--- config.mk ---
export PLATFORM = sky130hd
export DESIGN_NAME = address_lockout_backoff_table_core_flat
export DESIGN_NICKNAME = d
export VERILOG_FILES = /design/src/hw/rtl/alb_pkg.sv /design/src/hw/rtl/alb_if.sv /design/src/hw/rtl/address_lockout_backoff_table_core.sv /design/src/hw/rtl/alb_ctrl.sv /design/src/hw/rtl/alb_datapath.sv /design/src/flat_wrapper.sv
export SDC_FILE = /design/constraint.sdc
export NUM_CORES = 2
export LEC_CHECK = 0
export BUFFER_PORTS_ARGS = -buffer_cell sky130_fd_sc_hd__buf_4
export CAP_MARGIN = 10
export CORE_MARGIN = 3
export CORE_UTILIZATION = 50
export CTS_CLUSTER_DIAMETER = 60
export DETAILED_ROUTE_END_ITERATION = 12
export PLACE_DENSITY_LB_ADDON = 0.1
export SKIP_CTS_REPAIR_TIMING = 1
export SYNTH_ARGS = -nofsm -noshare
export SYNTH_HDL_FRONTEND = slang
export SYNTH_SLANG_ARGS = --single-unit
--- constraint.sdc ---
create_clock -name clock -period 11.5 [get_ports clock]
set_input_delay 0.575 -clock clock [delete_from_list [all_inputs] [get_ports clock]]
set_output_delay 0.575 -clock clock [all_outputs]
set_load 0.05 [all_outputs]
--- src/hw/rtl/alb_pkg.sv ---
// ----------------------------------------------------------------------------
// alb_pkg
// Shared types, codes and constants for the address lockout backoff table.
// ----------------------------------------------------------------------------
`default_nettype none

package alb_pkg;

   localparam int TABLE_ENTRIES_DEFAULT = 16;

   localparam int OP_W      = 2;
   localparam int ADDR_W    = 32;
   localparam int TIME_W    = 32;
   localparam int COUNT_W   = 8;
   localparam int THR_W     = 8;
   localparam int SECS_W    = 24;
   localparam int CSR_IDX_W = 2;
   localparam int CSR_DAT_W = 24;

   // operation codes
   localparam logic [OP_W-1:0] OP_QUERY   = 2'd0;
   localparam logic [OP_W-1:0] OP_FAILURE = 2'd1;
   localparam logic [OP_W-1:0] OP_SUCCESS = 2'd2;

   // register indexes
   localparam logic [CSR_IDX_W-1:0] REG_FAIL_THRESHOLD = 2'd0;
   localparam logic [CSR_IDX_W-1:0] REG_BAN_INITIAL    = 2'd1;
   localparam logic [CSR_IDX_W-1:0] REG_BAN_MAX        = 2'd2;

   localparam logic [THR_W-1:0]  FAIL_THRESHOLD_RESET = 8'd5;
   localparam logic [SECS_W-1:0] BAN_INITIAL_RESET    = 24'd60;
   localparam logic [SECS_W-1:0] BAN_MAX_RESET        = 24'd3600;

   localparam logic [COUNT_W-1:0] COUNT_MAX = '1;

   typedef struct packed {
      logic               valid;
      logic               active;
      logic [ADDR_W-1:0]  address;
      logic [COUNT_W-1:0] count;
      logic [COUNT_W-1:0] level;
      logic [TIME_W-1:0]  expiry;
   } entry_type;

   typedef enum logic [2:0] {
      ST_CLEAR,
      ST_IDLE,
      ST_SCAN,
      ST_EXEC,
      ST_BACKOFF,
      ST_CAP,
      ST_COMMIT,
      ST_EMIT
   } state_type;

   typedef struct packed {
      logic clr_step;
      logic capture;
      logic scan_step;
      logic exec;
      logic bo_step;
      logic bo_cap;
      logic commit;
      logic emit;
   } ctrl_cmd_type;

   typedef struct packed {
      logic clr_done;
      logic scan_done;
      logic need_ban;
      logic bo_done;
      logic out_free;
   } dp_status_type;

endpackage

`default_nettype wire

--- src/hw/rtl/alb_if.sv ---
// ----------------------------------------------------------------------------
// alb_if
// Valid/ready channel interfaces: request, response and register write.
// ----------------------------------------------------------------------------
`default_nettype none

interface alb_req_if;
   logic                        valid;
   logic                        ready;
   logic [alb_pkg::OP_W-1:0]    op;
   logic [alb_pkg::ADDR_W-1:0]  source_address;
   logic [alb_pkg::TIME_W-1:0]  current_time;
   modport source (output valid, op, source_address, current_time, input ready);
   modport sink   (input valid, op, source_address, current_time, output ready);
endinterface

interface alb_rsp_if;
   logic                        valid;
   logic                        ready;
   logic                        is_blocked;
   logic                        banned_now;
   logic [alb_pkg::SECS_W-1:0]  ban_seconds;
   logic                        table_full;
   modport source (output valid, is_blocked, banned_now, ban_seconds, table_full,
                   input ready);
   modport sink   (input valid, is_blocked, banned_now, ban_seconds, table_full,
                   output ready);
endinterface

interface alb_csr_if;
   logic                          valid;
   logic                          ready;
   logic [alb_pkg::CSR_IDX_W-1:0] index;
   logic [alb_pkg::CSR_DAT_W-1:0] data;
   modport source (output valid, index, data, input ready);
   modport sink   (input valid, index, data, output ready);
endinterface

`default_nettype wire

--- src/hw/rtl/address_lockout_backoff_table_core.sv ---
// ----------------------------------------------------------------------------
// address_lockout_backoff_table_core
// Source address lockout table with failure counting and exponential backoff.
// ----------------------------------------------------------------------------
//
//   channel   dir   payload                                        transfer
//   req_bus   in    op, source_address, current_time               valid & ready
//   rsp_bus   out   is_blocked, banned_now, ban_seconds, table_full valid & ready
//   csr_bus   in    index, data                                    valid & ready
//
// One request in flight; rsp valid rises after the request transfer once the
// linear scan (one registered read per entry) and the update are done.
// A new ban adds the doubling loop, a cap step and a write-back.
// Reset starts a clearing pass; req ready first rises once every entry has been
// cleared. Register writes are taken at any time.
// A waiting result holds in the output register while the next request runs.
//
`default_nettype none

module address_lockout_backoff_table_core #(
   parameter int TABLE_ENTRIES = alb_pkg::TABLE_ENTRIES_DEFAULT
) (
   input  wire logic  clock,
   input  wire logic  reset,
   alb_req_if.sink    req_bus,
   alb_rsp_if.source  rsp_bus,
   alb_csr_if.sink    csr_bus
);

   alb_pkg::ctrl_cmd_type  cmd;
   alb_pkg::dp_status_type status;

   // sequencer: owns req ready, steps the datapath
   alb_ctrl u_ctrl (
      .clock     (clock),
      .reset     (reset),
      .req_valid (req_bus.valid),
      .req_ready (req_bus.ready),
      .status    (status),
      .cmd       (cmd)
   );

   // entry memory, config registers and result register
   alb_datapath #(
      .TABLE_ENTRIES (TABLE_ENTRIES)
   ) u_datapath (
      .clock              (clock),
      .reset              (reset),
      .cmd                (cmd),
      .status             (status),
      .csr_valid          (csr_bus.valid),
      .csr_ready          (csr_bus.ready),
      .csr_index          (csr_bus.index),
      .csr_data           (csr_bus.data),
      .req_op             (req_bus.op),
      .req_source_address (req_bus.source_address),
      .req_current_time   (req_bus.current_time),
      .rsp_valid          (rsp_bus.valid),
      .rsp_ready          (rsp_bus.ready),
      .rsp_is_blocked     (rsp_bus.is_blocked),
      .rsp_banned_now     (rsp_bus.banned_now),
      .rsp_ban_seconds    (rsp_bus.ban_seconds),
      .rsp_table_full     (rsp_bus.table_full)
   );

   // no request is taken during the clearing pass
   a_clear_holds_req : assert property (@(posedge clock) disable iff (reset)
      cmd.clr_step |-> !req_bus.ready)
      else $error("request ready during clearing pass");

   // a transfer on req moves the sequencer off idle
   a_one_in_flight : assert property (@(posedge clock) disable iff (reset)
      (req_bus.valid && req_bus.ready) |=> !req_bus.ready)
      else $error("second request taken while one is in flight");

   // result loads only into a free output register
   a_emit_free : assert property (@(posedge clock) disable iff (reset)
      cmd.emit |-> status.out_free)
      else $error("result overwrote a pending response");

   // at most one outcome flag, and a length only with a new ban
   a_flags : assert property (@(posedge clock) disable iff (reset)
      rsp_bus.valid |-> ($onehot0({rsp_bus.is_blocked, rsp_bus.banned_now,
                                   rsp_bus.table_full}) &&
                         (rsp_bus.banned_now || (rsp_bus.ban_seconds == '0))))
      else $error("inconsistent response flags");

endmodule

`default_nettype wire

--- src/hw/rtl/alb_ctrl.sv ---
// ----------------------------------------------------------------------------
// alb_ctrl
// Sequencer: clear sweep, table scan, update, backoff and result handoff.
// ----------------------------------------------------------------------------
`default_nettype none

module alb_ctrl (
   input  wire logic                   clock,
   input  wire logic                   reset,
   input  wire logic                   req_valid,
   output logic                        req_ready,
   input  wire alb_pkg::dp_status_type status,
   output alb_pkg::ctrl_cmd_type       cmd
);

   alb_pkg::state_type state_ff, state_in;

   always_ff @(posedge clock) begin
      if (reset) begin
         state_ff <= alb_pkg::ST_CLEAR;
      end else begin
         state_ff <= state_in;
      end
   end

   always_comb begin
      state_in  = state_ff;
      cmd       = '0;
      req_ready = 1'b0;
      unique case (state_ff)
         alb_pkg::ST_CLEAR: begin
            if (status.clr_done) begin
               state_in = alb_pkg::ST_IDLE;
            end else begin
               cmd.clr_step = 1'b1;
            end
         end
         alb_pkg::ST_IDLE: begin
            req_ready = 1'b1;
            if (req_valid) begin
               cmd.capture = 1'b1;
               state_in    = alb_pkg::ST_SCAN;
            end
         end
         alb_pkg::ST_SCAN: begin
            if (status.scan_done) begin
               state_in = alb_pkg::ST_EXEC;
            end else begin
               cmd.scan_step = 1'b1;
            end
         end
         alb_pkg::ST_EXEC: begin
            cmd.exec = 1'b1;
            state_in = status.need_ban ? alb_pkg::ST_BACKOFF : alb_pkg::ST_EMIT;
         end
         alb_pkg::ST_BACKOFF: begin
            if (status.bo_done) begin
               state_in = alb_pkg::ST_CAP;
            end else begin
               cmd.bo_step = 1'b1;
            end
         end
         alb_pkg::ST_CAP: begin
            cmd.bo_cap = 1'b1;
            state_in   = alb_pkg::ST_COMMIT;
         end
         alb_pkg::ST_COMMIT: begin
            cmd.commit = 1'b1;
            state_in   = alb_pkg::ST_EMIT;
         end
         alb_pkg::ST_EMIT: begin
            if (status.out_free) begin
               cmd.emit = 1'b1;
               state_in = alb_pkg::ST_IDLE;
            end
         end
         default: begin
            state_in = alb_pkg::ST_CLEAR;
         end
      endcase
   end

endmodule

`default_nettype wire

--- src/hw/rtl/alb_datapath.sv ---
// ----------------------------------------------------------------------------
// alb_datapath
// Entry memory, scan compare, update logic, backoff shifter and output stage.
// ----------------------------------------------------------------------------
`default_nettype none

module alb_datapath #(
   parameter int TABLE_ENTRIES = alb_pkg::TABLE_ENTRIES_DEFAULT
) (
   input  wire logic                            clock,
   input  wire logic                            reset,
   input  wire alb_pkg::ctrl_cmd_type           cmd,
   output alb_pkg::dp_status_type               status,
   // register writes
   input  wire logic                            csr_valid,
   output logic                                 csr_ready,
   input  wire logic [alb_pkg::CSR_IDX_W-1:0]   csr_index,
   input  wire logic [alb_pkg::CSR_DAT_W-1:0]   csr_data,
   // request payload
   input  wire logic [alb_pkg::OP_W-1:0]        req_op,
   input  wire logic [alb_pkg::ADDR_W-1:0]      req_source_address,
   input  wire logic [alb_pkg::TIME_W-1:0]      req_current_time,
   // response
   output logic                                 rsp_valid,
   input  wire logic                            rsp_ready,
   output logic                                 rsp_is_blocked,
   output logic                                 rsp_banned_now,
   output logic [alb_pkg::SECS_W-1:0]           rsp_ban_seconds,
   output logic                                 rsp_table_full
);

   localparam int IDX_W = (TABLE_ENTRIES > 1) ? $clog2(TABLE_ENTRIES) : 1;
   localparam int PTR_W = $clog2(TABLE_ENTRIES + 1);
   localparam logic [PTR_W-1:0] PTR_END = PTR_W'(TABLE_ENTRIES);
   localparam int SECS_W = alb_pkg::SECS_W;
   localparam int TIME_W = alb_pkg::TIME_W;

   // configuration
   logic [alb_pkg::THR_W-1:0] cfg_thr_ff;
   logic [SECS_W-1:0]         cfg_init_ff;
   logic [SECS_W-1:0]         cfg_max_ff;

   // captured request
   logic [alb_pkg::OP_W-1:0]   op_ff;
   logic [alb_pkg::ADDR_W-1:0] addr_ff;
   logic [TIME_W-1:0]          now_ff;

   // memory
   alb_pkg::entry_type mem [TABLE_ENTRIES];
   alb_pkg::entry_type rd_data_ff;
   logic               rd_en;
   logic               wr_en;
   logic [IDX_W-1:0]   wr_idx;
   alb_pkg::entry_type wr_data;

   // sweep and scan
   logic [PTR_W-1:0]   clr_ptr_ff;
   logic [PTR_W-1:0]   scan_ptr_ff;
   logic               chk_vld_ff;
   logic [IDX_W-1:0]   chk_idx_ff;
   logic               found_ff, free_ff;
   logic [IDX_W-1:0]   match_idx_ff, free_idx_ff;
   alb_pkg::entry_type rec_ff;

   // ban path
   alb_pkg::entry_type work_ff;
   logic [IDX_W-1:0]   wslot_ff;
   logic [SECS_W:0]    secs_ff;
   logic [alb_pkg::COUNT_W-1:0] k_ff;

   // result before handoff
   logic              res_blocked_ff, res_banned_ff, res_full_ff;
   logic [SECS_W-1:0] res_secs_ff;

   // output stage
   logic              rsp_valid_ff;
   logic              out_blocked_ff, out_banned_ff, out_full_ff;
   logic [SECS_W-1:0] out_secs_ff;

   // update logic
   alb_pkg::entry_type          base;
   alb_pkg::entry_type          commit_rec;
   logic [alb_pkg::COUNT_W-1:0] cnt_inc;
   logic                        hit_thr, can_fail, expired, query_live;
   logic [IDX_W-1:0]            slot;
   logic [TIME_W:0]             exp_sum;
   logic                        scan_read;

   assign scan_read = cmd.scan_step && (scan_ptr_ff != PTR_END);
   assign rd_en     = scan_read;

   always_comb begin
      if (found_ff) begin
         base = rec_ff;
      end else begin
         base = '{valid: 1'b1, active: 1'b0, address: addr_ff,
                  count: '0, level: '0, expiry: '0};
      end
      cnt_inc    = (base.count == alb_pkg::COUNT_MAX) ? alb_pkg::COUNT_MAX
                                                      : base.count + 1'b1;
      hit_thr    = cnt_inc >= cfg_thr_ff;
      can_fail   = found_ff || free_ff;
      slot       = found_ff ? match_idx_ff : free_idx_ff;
      expired    = rec_ff.expiry <= now_ff;
      query_live = found_ff && rec_ff.active;

      // expiry saturates at the top of the time range
      exp_sum = {1'b0, now_ff} + (TIME_W + 1)'(secs_ff[SECS_W-1:0]);
      commit_rec        = work_ff;
      commit_rec.active = 1'b1;
      commit_rec.count  = '0;
      commit_rec.level  = (work_ff.level == alb_pkg::COUNT_MAX) ? alb_pkg::COUNT_MAX
                                                               : work_ff.level + 1'b1;
      commit_rec.expiry = exp_sum[TIME_W] ? '1 : exp_sum[TIME_W-1:0];
   end

   // memory write select
   always_comb begin
      wr_en   = 1'b0;
      wr_idx  = slot;
      wr_data = '0;
      priority if (cmd.clr_step) begin
         wr_en  = 1'b1;
         wr_idx = clr_ptr_ff[IDX_W-1:0];
      end else if (cmd.exec) begin
         unique case (op_ff)
            alb_pkg::OP_QUERY: begin
               // expired ban drops the whole entry
               wr_en  = query_live && expired;
               wr_idx = match_idx_ff;
            end
            alb_pkg::OP_FAILURE: begin
               wr_en         = can_fail && !hit_thr;
               wr_data       = base;
               wr_data.count = cnt_inc;
            end
            alb_pkg::OP_SUCCESS: begin
               wr_en  = found_ff;
               wr_idx = match_idx_ff;
            end
            default: begin
               wr_en = 1'b0;
            end
         endcase
      end else if (cmd.commit) begin
         wr_en   = 1'b1;
         wr_idx  = wslot_ff;
         wr_data = commit_rec;
      end else begin
         wr_en = 1'b0;
      end
   end

   always_ff @(posedge clock) begin
      if (wr_en) begin
         mem[wr_idx] <= wr_data;
      end
   end

   always_ff @(posedge clock) begin
      if (rd_en) begin
         rd_data_ff <= mem[scan_ptr_ff[IDX_W-1:0]];
      end
   end

   // configuration registers; writes to unknown indexes are dropped
   assign csr_ready = 1'b1;

   always_ff @(posedge clock) begin
      if (reset) begin
         cfg_thr_ff  <= alb_pkg::FAIL_THRESHOLD_RESET;
         cfg_init_ff <= alb_pkg::BAN_INITIAL_RESET;
         cfg_max_ff  <= alb_pkg::BAN_MAX_RESET;
      end else if (csr_valid) begin
         unique case (csr_index)
            alb_pkg::REG_FAIL_THRESHOLD: cfg_thr_ff  <= csr_data[alb_pkg::THR_W-1:0];
            alb_pkg::REG_BAN_INITIAL:    cfg_init_ff <= csr_data[SECS_W-1:0];
            alb_pkg::REG_BAN_MAX:        cfg_max_ff  <= csr_data[SECS_W-1:0];
            default: begin
            end
         endcase
      end
   end

   // control counters
   always_ff @(posedge clock) begin
      if (reset) begin
         clr_ptr_ff   <= '0;
         chk_vld_ff   <= 1'b0;
         rsp_valid_ff <= 1'b0;
      end else begin
         if (cmd.clr_step) begin
            clr_ptr_ff <= clr_ptr_ff + 1'b1;
         end
         chk_vld_ff <= scan_read;
         if (cmd.emit) begin
            rsp_valid_ff <= 1'b1;
         end else if (rsp_ready) begin
            rsp_valid_ff <= 1'b0;
         end
      end
   end

   // payload registers
   always_ff @(posedge clock) begin
      if (cmd.capture) begin
         op_ff       <= req_op;
         addr_ff     <= req_source_address;
         now_ff      <= req_current_time;
         scan_ptr_ff <= '0;
         found_ff    <= 1'b0;
         free_ff     <= 1'b0;
      end else begin
         if (scan_read) begin
            scan_ptr_ff <= scan_ptr_ff + 1'b1;
            chk_idx_ff  <= scan_ptr_ff[IDX_W-1:0];
         end
         if (chk_vld_ff) begin
            if (rd_data_ff.valid && (rd_data_ff.address == addr_ff) && !found_ff) begin
               found_ff     <= 1'b1;
               match_idx_ff <= chk_idx_ff;
               rec_ff       <= rd_data_ff;
            end
            if (!rd_data_ff.valid && !free_ff) begin
               free_ff     <= 1'b1;
               free_idx_ff <= chk_idx_ff;
            end
         end
      end

      if (cmd.exec) begin
         res_blocked_ff <= (op_ff == alb_pkg::OP_QUERY) && query_live && !expired;
         res_full_ff    <= (op_ff == alb_pkg::OP_FAILURE) && !can_fail;
         res_banned_ff  <= 1'b0;
         res_secs_ff    <= '0;
         work_ff        <= base;
         wslot_ff       <= slot;
         secs_ff        <= {1'b0, cfg_init_ff};
         k_ff           <= '0;
      end else if (cmd.bo_step) begin
         secs_ff <= {secs_ff[SECS_W-1:0], 1'b0};
         k_ff    <= k_ff + 1'b1;
      end else if (cmd.bo_cap) begin
         if (secs_ff > {1'b0, cfg_max_ff}) begin
            secs_ff <= {1'b0, cfg_max_ff};
         end
      end else if (cmd.commit) begin
         res_banned_ff <= 1'b1;
         res_secs_ff   <= secs_ff[SECS_W-1:0];
      end

      if (cmd.emit) begin
         out_blocked_ff <= res_blocked_ff;
         out_banned_ff  <= res_banned_ff;
         out_secs_ff    <= res_secs_ff;
         out_full_ff    <= res_full_ff;
      end
   end

   assign status.clr_done  = clr_ptr_ff == PTR_END;
   assign status.scan_done = (scan_ptr_ff == PTR_END) && !chk_vld_ff;
   assign status.need_ban  = (op_ff == alb_pkg::OP_FAILURE) && can_fail && hit_thr;
   // doubling stops at the level count, at the cap, or when it cannot grow
   assign status.bo_done   = (k_ff == work_ff.level) ||
                             (secs_ff >= {1'b0, cfg_max_ff}) || (secs_ff == '0);
   assign status.out_free  = !rsp_valid_ff || rsp_ready;

   assign rsp_valid       = rsp_valid_ff;
   assign rsp_is_blocked  = out_blocked_ff;
   assign rsp_banned_now  = out_banned_ff;
   assign rsp_ban_seconds = out_secs_ff;
   assign rsp_table_full  = out_full_ff;

endmodule

`default_nettype wire

--- src/flat_wrapper.sv ---
// flat-port wrapper written by rule: the top's interface ports become plain ports
module address_lockout_backoff_table_core_flat 
#(
   parameter int TABLE_ENTRIES = alb_pkg::TABLE_ENTRIES_DEFAULT
)
  (clock, reset, req_bus_valid, req_bus_op, req_bus_source_address, req_bus_current_time, req_bus_ready, rsp_bus_valid, rsp_bus_is_blocked, rsp_bus_banned_now, rsp_bus_ban_seconds, rsp_bus_table_full, rsp_bus_ready, csr_bus_valid, csr_bus_index, csr_bus_data, csr_bus_ready);
  alb_req_if req_bus_i ();
  alb_rsp_if rsp_bus_i ();
  alb_csr_if csr_bus_i ();
  input  wire logic clock;
  input  wire logic reset;
  input wire logic [$bits(req_bus_i.valid)-1:0] req_bus_valid;
  input wire logic [$bits(req_bus_i.op)-1:0] req_bus_op;
  input wire logic [$bits(req_bus_i.source_address)-1:0] req_bus_source_address;
  input wire logic [$bits(req_bus_i.current_time)-1:0] req_bus_current_time;
  output wire logic [$bits(req_bus_i.ready)-1:0] req_bus_ready;
  output wire logic [$bits(rsp_bus_i.valid)-1:0] rsp_bus_valid;
  output wire logic [$bits(rsp_bus_i.is_blocked)-1:0] rsp_bus_is_blocked;
  output wire logic [$bits(rsp_bus_i.banned_now)-1:0] rsp_bus_banned_now;
  output wire logic [$bits(rsp_bus_i.ban_seconds)-1:0] rsp_bus_ban_seconds;
  output wire logic [$bits(rsp_bus_i.table_full)-1:0] rsp_bus_table_full;
  input wire logic [$bits(rsp_bus_i.ready)-1:0] rsp_bus_ready;
  input wire logic [$bits(csr_bus_i.valid)-1:0] csr_bus_valid;
  input wire logic [$bits(csr_bus_i.index)-1:0] csr_bus_index;
  input wire logic [$bits(csr_bus_i.data)-1:0] csr_bus_data;
  output wire logic [$bits(csr_bus_i.ready)-1:0] csr_bus_ready;
  assign req_bus_i.valid = req_bus_valid;
  assign req_bus_i.op = req_bus_op;
  assign req_bus_i.source_address = req_bus_source_address;
  assign req_bus_i.current_time = req_bus_current_time;
  assign req_bus_ready = req_bus_i.ready;
  assign rsp_bus_valid = rsp_bus_i.valid;
  assign rsp_bus_is_blocked = rsp_bus_i.is_blocked;
  assign rsp_bus_banned_now = rsp_bus_i.banned_now;
  assign rsp_bus_ban_seconds = rsp_bus_i.ban_seconds;
  assign rsp_bus_table_full = rsp_bus_i.table_full;
  assign rsp_bus_i.ready = rsp_bus_ready;
  assign csr_bus_i.valid = csr_bus_valid;
  assign csr_bus_i.index = csr_bus_index;
  assign csr_bus_i.data = csr_bus_data;
  assign csr_bus_ready = csr_bus_i.ready;
  address_lockout_backoff_table_core #(.TABLE_ENTRIES(TABLE_ENTRIES)) u_core (.clock(clock), .reset(reset), .req_bus(req_bus_i), .rsp_bus(rsp_bus_i), .csr_bus(csr_bus_i));
endmodule
==> qor.txt <==
status = complete, no violations
leak pwr = 24.9 nW
setup TNS after final layout = 0 ns
setup slack, reg-to-reg = 4.56 ns
Max-Slew Margin vs Limit = 23.1%
CTS tree = built
list of cells traversed by the critical path = and2_1 > ha_1 > nand2_1 > nor2_1 > nand4_1 > and2_1 > ha_1 > nand2b_1 > a21o_1 > a21oi_1 > o21ai_0 > o41a_1 > o311a_1 > a211o_1 > nor2b_4 > buf_4 > buf_4
CORE AREA = 0.138 mm^2
via count of the routed design = 35005
power density cells = 227 mW/mm^2
endpoint of the lowest-slack register-to-register path = u_core.u_datapath.mem[0][47]
post-route cell area = 0.0791 mm^2
count of unresolved DRC violations after routing = 0
number of synthesized flops with an enable pin = 1652
buffer cell driving the clock tree root = clkbuf_16
first element of the critical path = u_core.u_datapath.found_ff
final critical-path required period = 6.94 ns
final standard cell utilization of the core = 57.4%
final-stage net count = 4038
final weighted congestion in routability-driven placement = 0.838
setup repair after global routing missed its margin = false
Layout Skew = 0.0601 ns
wire length of the first global-routing pass = 242000 um
worst-margin pin slew = 1.15 ns
depth of the worst register-to-register path = 17
maximum number of pins on one net before global-route repair = 107
count of endpoints failing hold in the final timing report = 0
Min-Delay Endpoint = u_core.u_datapath.cfg_init_ff[13]
final number of max-transition violations = 0
Synth Register Bits = 1759
Synth Area per Inst = 19.5 um^2
vertical die dimension = 378 um
TritonCTS buffer count = 180
total of endpoints with negative setup slack in the final report = 0
critical path type = reg -> reg
combined global-route utilization of all metal layers = 23.3%
H-tree levels = 4
share of synthesized registers carrying an async set or reset = 0%
CP required = 11.93 ns
cells after synthesis = 3559
area of the die = 0.143 mm^2
FF-to-FF Start = u_core.u_datapath.found_ff
HPWL after detailed placement = 95700 um
start point of the worst hold path = csr_bus_data[13]
ys flop type = edfxtp_1
clock-pin transition on the worst setup and hold timing paths = 0.06 ns
insertion delay to the later sink of the worst-skew pair = 0.81 ns
total length of routed wires = 165000 um
Critical Path Source Type = flop
Via density = 6.05
Top Ports = 127
DR iter-0 viols = 3312
cell at the slowest stage of the critical path = dfxtp_4
number of nets in the synthesized netlist = 3752
residual antenna-violating net count after detailed routing = 0
buffer depth of the longest clock path = 3
final worst path period share = 60.3%
cell area after synthesis = 0.0694 mm^2
Max rail drop VDD = 0.226 mV
worst stage delay on the critical path = 1.05 ns
yosys warns = 0
router iterations before antenna repair = 6
Max Fclk = 144 MHz
Site Rows = 136
antenna violations before repair = 6
worst-path maximum fanout = 59
Post-DP Area = 0.0725 mm^2
effective utilization at floorplan = 50.4%
count of max-cap constraint violations = 0
synthesis-to-finish area growth = 14.0%
buffers added on ports = 125
arrival time of data at the critical path endpoint = 7.36 ns
sequential-to-total area share from yosys stat = 74.6%
hold depth = 3
Hold Path Class = in -> reg
total clock sinks = 1759
grt ovf = 0
via count of the first global-routing pass = 35716
average wire length per cell after detail routing = 28.5 um
Setup crit end kind = flop
Horiz. Die Dim = 378 um
fraction of final layout cells with drive strength greater than 1 = 23.5%
count of distinct cell types in the synthesized netlist = 74
[cell families after synthesis]
group                      synth area share [%]
DFF                                        74.6
and+or+nand+nor                            3.60
muxes                                      14.5
AOI/OAI and AO/OA                          3.28
buffers and inverters                      1.46
adders and majority gates                  1.74
xor gates and xnor gates                  0.846
other                                   0.00541
[worst max-delay path: cells and delay by family, from the launching register on]
kind	cells	cell delay, ns
compound gates	6	1.72
flops	1	1.05
fa+ha+maj	2	0.49
buf+inv	2	1.30
simple gates	7	1.92
[synth_stat cells, drive strengths merged (16+ instances only)]
cell / instances / area share, %
a21oi: 120 / 0.87
buf: 54 / 0.38
xor2: 46 / 0.58
ha: 95 / 1.7
dfxtp: 107 / 3.1
xnor2: 21 / 0.27
nor2: 87 / 0.47
a21o: 30 / 0.33
clkbuf: 109 / 0.59
mux2i: 40 / 0.58
and2: 31 / 0.28
nand2: 273 / 1.5
nand3: 27 / 0.19
nor3: 20 / 0.14
edfxtp: 1652 / 72
o21ai: 84 / 0.61
nand4: 28 / 0.26
inv: 89 / 0.48
mux2: 35 / 0.57
nor4: 16 / 0.15
mux4: 410 / 13
a22o: 37 / 0.47
[per-layer routing]
metal | GRT usage (%) | vias up | part of all wire, %
met3 | 3.89 | 228 | 6.8
li1 | - | 14967 | -
met2 | 37.2 | 1298 | 48
met1 | 33.3 | 18512 | 42
met4 | 7.11 | 0 | 2.7
met5 | 0 | - | 0
[placed cells by master, fill, tap and decap left out, drive strengths merged, types with 72 or more instances in the layout]
cell / instances
a21oi: 120
buf: 196
clkbuf: 227
clkinv: 72
dfxtp: 107
edfxtp: 1652
ha: 95
inv: 102
mux4: 410
nand2: 273
nor2: 87
o21ai: 84
[sequential cells by signal (all words and copies together) (netlist names), 5 cells and up]
signal,flops
u_core.u_datapath.mem,1312
u_core.u_datapath.rd_data_ff,82
u_core.u_datapath.rec_ff,82
u_core.u_datapath.commit_rec,33
u_core.u_datapath.addr_ff,32
u_core.u_datapath.now_ff,32
u_core.u_datapath.secs_ff,25
u_core.u_datapath.cfg_init_ff,24
u_core.u_datapath.cfg_max_ff,24
u_core.u_datapath.res_secs_ff,24
u_core.u_datapath.rsp_ban_seconds,24
u_core.u_datapath.cfg_thr_ff,8
u_core.u_datapath.k_ff,8
u_core.u_datapath.work_ff,8
u_core.u_datapath.clr_ptr_ff,5
u_core.u_datapath.scan_ptr_ff,5
[power breakdown]
group	leakage (nW)	internal, mW	switching, mW
Sequential	15.2	8.28	0.384
Combinational	6.89	1.53	2.11
Clock	2.81	3.27	2.42
[final cells by class]
class / instances / area [um^2]
Tap cell: 1794 / 2240
Multi-Input combinational cell: 1547 / 16700
Inverter: 90 / 343
Sequential cell: 1759 / 51800
Antenna cell: 1 / 2.50
Clock buffer: 225 / 4730
Clock inverter: 102 / 1040
Timing Repair Buffer: 267 / 2230
Fill cell: 10066 / 58600
[how the worst max path moves through the flow]
| stage | to | cells after the start |
|---|---|---|
| detailed placement | u_core.u_datapath.mem[0][47] | 17 |
| finish | u_core.u_datapath.mem[0][47] | 17 |
| CTS | u_core.u_datapath.mem[0][31] | 17 |
| floorplan | u_core.u_datapath.mem[12][0] | 18 |
| global route | u_core.u_datapath.mem[0][57] | 17 |
| global placement | u_core.u_datapath.mem[4][48] | 16 |
[stage by stage]
step           cells  power [mW]  hold WS, ns  setup WS (ns)
3_5_place_dp    5380        12.5        0.405           4.52
4_1_cts         5707        18.2       -0.119           4.50
2_1_floorplan   3559        11.1        0.400           1.43
5_1_grt         5784        18.7      0.00259           4.18
3_3_place_gp    5379        12.4        0.404           4.39
6_report        5785        18.0       0.0353           4.56
Note: power is estimated with default switching activity, not from simulation.
